`config.mk`:
```
export PLATFORM = sky130hd
export DESIGN_NAME = distinct_window_marker_detect_core
export DESIGN_NICKNAME = d
export VERILOG_FILES = /design/src/rtl/dwmd_pkg.sv /design/src/rtl/dwmd_cell.sv /design/src/rtl/distinct_window_marker_detect_core.sv
export SDC_FILE = /design/constraint.sdc
export NUM_CORES = 1
export LEC_CHECK = 0
export BUFFER_PORTS_ARGS = -buffer_cell sky130_fd_sc_hd__buf_4
export CAP_MARGIN = 20
export CORE_MARGIN = 2
export CORE_UTILIZATION = 49
export CTS_BUF_LIST = sky130_fd_sc_hd__clkbuf_4
export CTS_CLUSTER_SIZE = 16
export DETAILED_ROUTE_END_ITERATION = 6
export HOLD_SLACK_MARGIN = 0.15
export PLACE_DENSITY = 0.76
export SLEW_MARGIN = 10
export SYNTH_ARGS = -nofsm -noshare
export SYNTH_HDL_FRONTEND = slang
export SYNTH_SLANG_ARGS = --single-unit
```
`constraint.sdc`:
```
create_clock -name clock -period 9.4 [get_ports clock]
set_clock_uncertainty 0.2 [all_clocks]
set_input_delay 0.94 -clock clock [delete_from_list [all_inputs] [get_ports clock]]
set_output_delay 0.94 -clock clock [all_outputs]
set_load 0.02 [all_outputs]
```
`src/rtl/dwmd_pkg.sv`:
```
`default_nettype none

package dwmd_pkg;

   localparam int BYTE_W    = 8;
   localparam int POS_OUT_W = 16;
   localparam int CFG_W     = 5;

   typedef struct packed {
      logic [BYTE_W-1:0] data;
      logic              valid;
      logic              dup;
   } cell_type;

endpackage

`default_nettype wire

```
`src/rtl/dwmd_cell.sv`:
```
`default_nettype none

module dwmd_cell
   import dwmd_pkg::*;
(
   input  wire logic              clock,
   input  wire logic              reset,
   input  wire logic              advance,
   input  wire logic [BYTE_W-1:0] new_byte,
   input  wire cell_type          load,
   output cell_type               fwd
);

   logic [BYTE_W-1:0] data_ff;
   logic              valid_ff;
   logic              dup_ff;

   // mark this byte once a newer copy has entered the row
   assign fwd.data  = data_ff;
   assign fwd.valid = valid_ff;
   assign fwd.dup   = dup_ff | (valid_ff & (data_ff == new_byte));

   always_ff @(posedge clock) begin
      if (reset) begin
         valid_ff <= 1'b0;
      end else if (advance) begin
         valid_ff <= load.valid;
      end
   end

   always_ff @(posedge clock) begin
      if (advance) begin
         data_ff <= load.data;
         dup_ff  <= load.dup;
      end
   end

endmodule

`default_nettype wire

```
`src/rtl/distinct_window_marker_detect_core.sv`:
```
`default_nettype none

// Marker detector for a byte stream: reports the first byte at which the last
// csr_window_len bytes are all different (0 acts as 1, values above WINDOW_MAX
// act as WINDOW_MAX). One byte is taken per cycle while no result is stalled;
// each accepted item yields one result item in the next cycle, held in an
// output register; a stalled result stops the input until it is taken.
// The recent bytes travel along a row of WINDOW_MAX cells; each cell compares
// its byte with the incoming one in parallel, so the rate is set by that
// compare plus the OR across the row. The position saturates at
// 2^POS_BITS - 1 and is reported clipped to 16 bits; a start_of_stream item
// clears the history before its own byte is taken. csr_window_len may be
// written only while the block is idle.
module distinct_window_marker_detect_core
   import dwmd_pkg::*;
#(
   parameter int WINDOW_MAX = 16,
   parameter int POS_BITS   = 16
)
(
   input  wire logic                 clock,
   input  wire logic                 reset,
   input  wire logic                 req_valid,
   output logic                      req_ready,
   input  wire logic [BYTE_W-1:0]    req_data_byte,
   input  wire logic                 req_start_of_stream,
   output logic                      rsp_valid,
   input  wire logic                 rsp_ready,
   output logic                      rsp_marker_found,
   output logic [POS_OUT_W-1:0]      rsp_marker_position,
   output logic                      rsp_marker_seen,
   input  wire logic                 csr_write_enable,
   input  wire logic [CFG_W-1:0]     csr_window_len
);

   localparam logic [POS_BITS-1:0] POS_MAX   = '1;
   localparam int                  WIN_RESET = (WINDOW_MAX < 4) ? WINDOW_MAX : 4;

   logic [WINDOW_MAX-1:0] win_mask_ff;
   logic [WINDOW_MAX-1:0] win_mask_in;
   logic [POS_BITS-1:0]   cnt_ff;
   logic [POS_BITS-1:0]   cnt_in;
   logic                  done_ff;
   logic                  done_in;
   logic                  rsp_valid_ff;
   logic                  rsp_found_ff;
   logic [POS_OUT_W-1:0]  rsp_pos_ff;
   logic                  rsp_seen_ff;

   logic                  accept;
   logic                  advance;
   logic                  sat;
   logic [POS_BITS-1:0]   cnt_base;
   logic [POS_BITS-1:0]   pos;
   logic [POS_OUT_W-1:0]  pos_out;
   logic                  done_base;
   logic                  clash;
   logic                  found;

   cell_type              load [WINDOW_MAX];
   cell_type              fwd  [WINDOW_MAX];

   assign req_ready = ~rsp_valid_ff | rsp_ready;
   assign accept    = req_valid & req_ready;

   assign cnt_base  = req_start_of_stream ? '0 : cnt_ff;
   assign done_base = req_start_of_stream ? 1'b0 : done_ff;
   assign sat       = (cnt_base == POS_MAX);
   assign pos       = sat ? POS_MAX : cnt_base + 1'b1;
   assign advance   = accept & ~sat;

   for (genvar k = 0; k < WINDOW_MAX; k++) begin : g_cell
      if (k == 0) begin : g_head
         assign load[k] = '{data: req_data_byte, valid: 1'b1, dup: 1'b0};
      end else begin : g_body
         assign load[k] = req_start_of_stream ? cell_type'('0) : fwd[k-1];
      end

      dwmd_cell u_cell (
         .clock    (clock),
         .reset    (reset),
         .advance  (advance),
         .new_byte (req_data_byte),
         .load     (load[k]),
         .fwd      (fwd[k])
      );

      assign win_mask_in[k] = (k == 0) || (k < int'(csr_window_len));
   end

   always_comb begin
      clash = 1'b0;
      for (int k = 0; k < WINDOW_MAX; k++) begin
         clash = clash | (win_mask_ff[k] & (~load[k].valid | load[k].dup));
      end
   end

   assign found   = advance & ~done_base & ~clash;
   assign done_in = done_base | found;
   assign cnt_in  = pos;

   if (POS_BITS > POS_OUT_W) begin : g_clip
      assign pos_out = (|pos[POS_BITS-1:POS_OUT_W]) ? '1 : pos[POS_OUT_W-1:0];
   end else begin : g_ext
      assign pos_out = POS_OUT_W'(pos);
   end

   always_ff @(posedge clock) begin
      if (reset) begin
         for (int k = 0; k < WINDOW_MAX; k++) begin
            win_mask_ff[k] <= (k < WIN_RESET);
         end
      end else if (csr_write_enable) begin
         win_mask_ff <= win_mask_in;
      end
   end

   always_ff @(posedge clock) begin
      if (reset) begin
         cnt_ff       <= '0;
         done_ff      <= 1'b0;
         rsp_valid_ff <= 1'b0;
      end else begin
         if (accept) begin
            cnt_ff  <= cnt_in;
            done_ff <= done_in;
         end
         if (accept) begin
            rsp_valid_ff <= 1'b1;
         end else if (rsp_ready) begin
            rsp_valid_ff <= 1'b0;
         end
      end
   end

   always_ff @(posedge clock) begin
      if (accept) begin
         rsp_found_ff <= found;
         rsp_pos_ff   <= pos_out;
         rsp_seen_ff  <= done_in;
      end
   end

   assign rsp_valid           = rsp_valid_ff;
   assign rsp_marker_found    = rsp_found_ff;
   assign rsp_marker_position = rsp_pos_ff;
   assign rsp_marker_seen     = rsp_seen_ff;

`ifndef SYNTHESIS
   a_found_implies_seen: assert property (@(posedge clock) disable iff (reset)
      rsp_valid_ff && rsp_found_ff |-> rsp_seen_ff)
      else $error("marker found without marker seen");

   a_count_advances: assert property (@(posedge clock) disable iff (reset)
      accept && !req_start_of_stream && cnt_ff != POS_MAX |=> cnt_ff == $past(cnt_ff) + 1'b1)
      else $error("byte count did not advance");

   a_head_valid: assert property (@(posedge clock) disable iff (reset)
      accept && !sat |=> fwd[0].valid)
      else $error("head cell empty after a byte");

   a_window_nonzero: assert property (@(posedge clock) disable iff (reset)
      win_mask_ff[0])
      else $error("window mask empty");

   a_no_find_when_done: assert property (@(posedge clock) disable iff (reset)
      accept && !req_start_of_stream && done_ff |=> !rsp_found_ff)
      else $error("second marker reported");
`endif

endmodule

`default_nettype wire

```
==> Implementation_results.wiki <==
{| class="wikitable"
! Metric !! Value
|-
| Fraction of power spent switching nets || 0.250
|-
| Kind of critical path || input port to flip-flop
|-
| Cells after Synth || 851
|-
| HPWL after DPL || between 10 and 15 mm
|-
| Cell with the biggest individual delay on the critical path || sky130_fd_sc_hd__buf_4
|-
| Final Core Density || 0.533
|-
| Post-CTS Setup Repair Bufs || 0
|-
| Number of buffers inserted during clock tree synthesis || 17
|-
| Combinational Power Share || 0.113
|-
| Remaining routing DRC violations || 0
|-
| Area contributors post-synth || sky130_fd_sc_hd__edfxtp_1 (47%), sky130_fd_sc_hd__dfxtp_1 (10%), sky130_fd_sc_hd__xnor2_1 (9.2%), sky130_fd_sc_hd__nor2b_1 (7.6%), sky130_fd_sc_hd__xor2_1 (2.7%)
|-
| Peak clock frequency supported by timing || 250 MHz
|-
| Element type at the critical path end || flip-flop
|-
| Sequential element share of the synthesized area || 0.572
|-
| Remaining max-slew budget at the tightest pin || 0.287
|-
| DIE AREA || 0.0208 mm²
|-
| Setup repair after global routing missed its margin || false
|-
| Max-cap viol count || 0
|-
| Worst-path maximum fanout || between 80 and 90
|-
| Total of warnings raised by yosys || 0
|-
| Starting density of the core || 0.498
|-
| Share of the synthesized area in the top cell type || 0.473
|-
| Global routing usage on met2 || 0.323
|-
| Average routed wire per standard cell || 17.2 µm
|-
| Final count of hold timing violations || 0
|-
| Buffer levels on the longest clock path || 2
|-
| Die span in x || 144 µm
|-
| Commonest cells after routing, fill and taps aside || sky130_fd_sc_hd__edfxtp_1 (152), sky130_fd_sc_hd__nor2b_1 (117), sky130_fd_sc_hd__xnor2_1 (101)
|-
| Buffers added on ports || 38
|-
| Cell type with the highest aggregate area in the netlist || sky130_fd_sc_hd__edfxtp_1
|-
| Critical Path Start Type || input port
|-
| Number of global-route vias before repair || 6,025
|-
| Fill count || 1,706
|-
| Area taken by multi-input logic gates || 0.00383 mm²
|-
| Clock Latency Late Sink || 580 ps
|-
| Ratio of cells with drive above 1 in the final layout || 0.101
|-
| H-tree lvl count || 4
|-
| Power per standard cell area || approximately 160 mW/mm²
|-
| Status || finished, final reports clean
|-
| Share of total power in sequential cells || 0.612
|-
| # IOs || 39
|-
| Static leakage || roughly 0.0035 µW
|-
| NetSw || 427 µW
|-
| Most used flip-flop cell after synthesis || sky130_fd_sc_hd__edfxtp_1
|-
| Hold Crit Class || flip-flop to flip-flop
|-
| Share of flip-flops with an asynchronous set or reset || 0
|-
| Final-stage net count || 882
|-
| Count of clock tree sinks || 200
|-
| Int Power || 1280 µW
|-
| GR Util met1 || 0.264
|-
| Critical Path, Cell by Cell || buf_4 > nor2b_2 > ha_1 > nand3_1 > nor4_4 > and4b_1 > nor2_4 > buf_4 > nand4_1 > nor4_1
|-
| Final wirelength || roughly 20 mm
|-
| # setup viols final || 0
|-
| Detailed Route Iter0 Violations || 497
|-
| Chip height || 144 µm
|-
| Initial antenna violation count || 1
|-
| Core footprint || about 0.019 mm²
|-
| Post-DP Area || around 0.01 mm²
|-
| Maximum number of pins on one net before global-route repair || 112
|-
| Clock tree root driver cell || sky130_fd_sc_hd__clkbuf_4
|-
| Delay contributed by the slowest stage of the critical path || 870 ps
|-
| Detail-routed via count per cell || 5.51
|-
| Worst setup slack after layout || ~5400 ps
|-
| Routability Congestion || 0.926
|-
| Routed Antenna Nets || 0
|-
| Vias after detailed routing || 6,280
|-
| Overall power consumption || ~1700 µW
|-
| Cell row count || 51
|-
| Average cell area after synthesis || ~11 µm²
|-
| Worst voltage drop across the vdd grid || 0.000167 V
|-
| Overall fraction of global-route tracks in use || 0.197
|-
| Summed negative setup slack over all endpoints || 0 ps
|-
| First-pass GRT wire length || 31.4 mm
|-
| Post-Place Worst Slack || between 4000 and 5000 ps
|-
| Crit path DAT || 4210 ps
|-
| Most common library cell in the layout ignoring fill and taps || sky130_fd_sc_hd__edfxtp_1
|-
| Count of cell types in the netlist || 60
|-
| Storage cell area || ~0.0055 mm²
|-
| Post-cts hold buffer count || 0
|-
| Global-route congestion overflow total || 0
|-
| DR pass1 iterations || 5
|-
| Signed area change from the synthesized netlist to the final layout || 7.17%
|-
| Required arrival time at the worst endpoint || 9610 ps
|-
| Clock power frac || 0.274
|-
| Met3 Usage GRT || 0.0387
|-
| Netlist area before placement || 0.00966 mm²
|-
| Most heavily used metal layer in global routing || met2
|-
| Clock transition at the register clock pins on the worst setup and hold paths after CTS || 150 ps
|-
| Clock tree from TritonCTS || built
|-
| Most frequent CP cell || sky130_fd_sc_hd__buf_4
|-
| Resized cells post-CTS || 0
|-
| Worst-Margin Slew || 1070 ps
|-
| Final Max Slew Viols || 0
|-
| Number of synthesized register bits || 200
|-
| Net count of the mapped netlist || 871
|-
| Post-route fraction of the period consumed by the critical path || 0.425
|-
| Number of flops mapped to enable cells by yosys || 152
|-
| Design area || 0.0103 mm²
|-
| Shortest period the worst path allows || around 4000 ps
|}
[cells by family after synthesis]
group,share of synthesized area
and+or+nand+nor,0.205
DFF,0.572
xor gates and xnor gates,0.119
AOI/OAI and AO/OA,0.0650
buffers and inverters,0.0316
muxes,0.00635
adders and majority gates,0.00130
[state kept, by name, summed over array words and instances (netlist names)]
name / flops
done_ff: 1
g_cell.u_cell.data_ff: 120
win_mask_ff: 15
rsp_valid: 1
rsp_marker_seen: 1
rsp_marker_found: 1
rsp_marker_position: 16
g_cell.u_cell.dup_ff: 14
cnt_ff: 16
g_cell.u_cell.valid_ff: 15
[layer usage]
| layer | wire [µm] | part of all wire |
|---|---|---|
| met4 | 398 | 0.020 |
| met5 | 0 | 0 |
| met2 | 9570 | 0.49 |
| met3 | 941 | 0.048 |
| met1 | 8640 | 0.44 |
[through the flow]
stage / hold WS, ps / instances
floorplan: 232 / 851
global placement: 257 / 1107
detailed placement: 275 / 1107
CTS: 294 / 1138
global route: 320 / 1140
finish: 294 / 1140
[power groups by stage]
| stage | registers (µW) | clock network [µW] | logic (µW) |
|---|---|---|---|
| after floorplan | 1060 | 0 | 144 |
| after global placement | 1060 | 0 | 188 |
| after detailed placement | 1070 | 0 | 193 |
| after CTS | 1050 | 476 | 194 |
| after global routing | 1050 | 507 | 215 |
| final | 1050 | 469 | 194 |
[critical path, delay by kind of cell]
family	cells	cell delay [ps]
adders and majority gates	1	250
buffers and inverters	2	1330
and+or+nand+nor	7	1660
[path summary, 6_finish.rpt]
path | from | endpoint | slack (ps) | cells past startpoint
worst min register to register | cnt_ff[0] | cnt_ff[0] | 290 | 2
worst max-delay path | req_start_of_stream | rsp_marker_found | 5400 | 10
worst max register to register | cnt_ff[0] | g_cell[3].u_cell.valid_ff | 5750 | 9
worst min-delay path | cnt_ff[0] | cnt_ff[0] | 290 | 2
[layout make-up]
| class | count | share of cell area |
|---|---|---|
| clock inverter | 11 | 0.0127 |
| inverter | 9 | 0.00326 |
| sequential | 200 | 0.534 |
| antenna | 1 | 0.000242 |
| tap | 265 | 0.0320 |
| timing repair buffer | 43 | 0.0331 |
| clock buffer | 20 | 0.0145 |
| multi-input combinational | 591 | 0.370 |
[synth_stat cells, drive strengths merged, types with 2 or more instances]
library cell and n:
edfxtp 152, nor2b 118, xnor2 101, nor2 62, dfxtp 48, nand2 40, xor2 30, o21ai 29
clkbuf 28, nor3 27, a21oi 24, nand4 24, buf 23, nand3 21, nand2b 18, nor4 10
inv 9, or3 9, a22oi 7, and2 7, and3 7, a31oi 5, mux2i 5, o22ai 5
o21ba 4, or4 4, a211oi 3, a221oi 3, a2111oi 2, a22o 2, a311oi 2, a41oi 2
and4 2, and4b 2, o211a 2, or2 2
(Power assumes the default switching activity.)
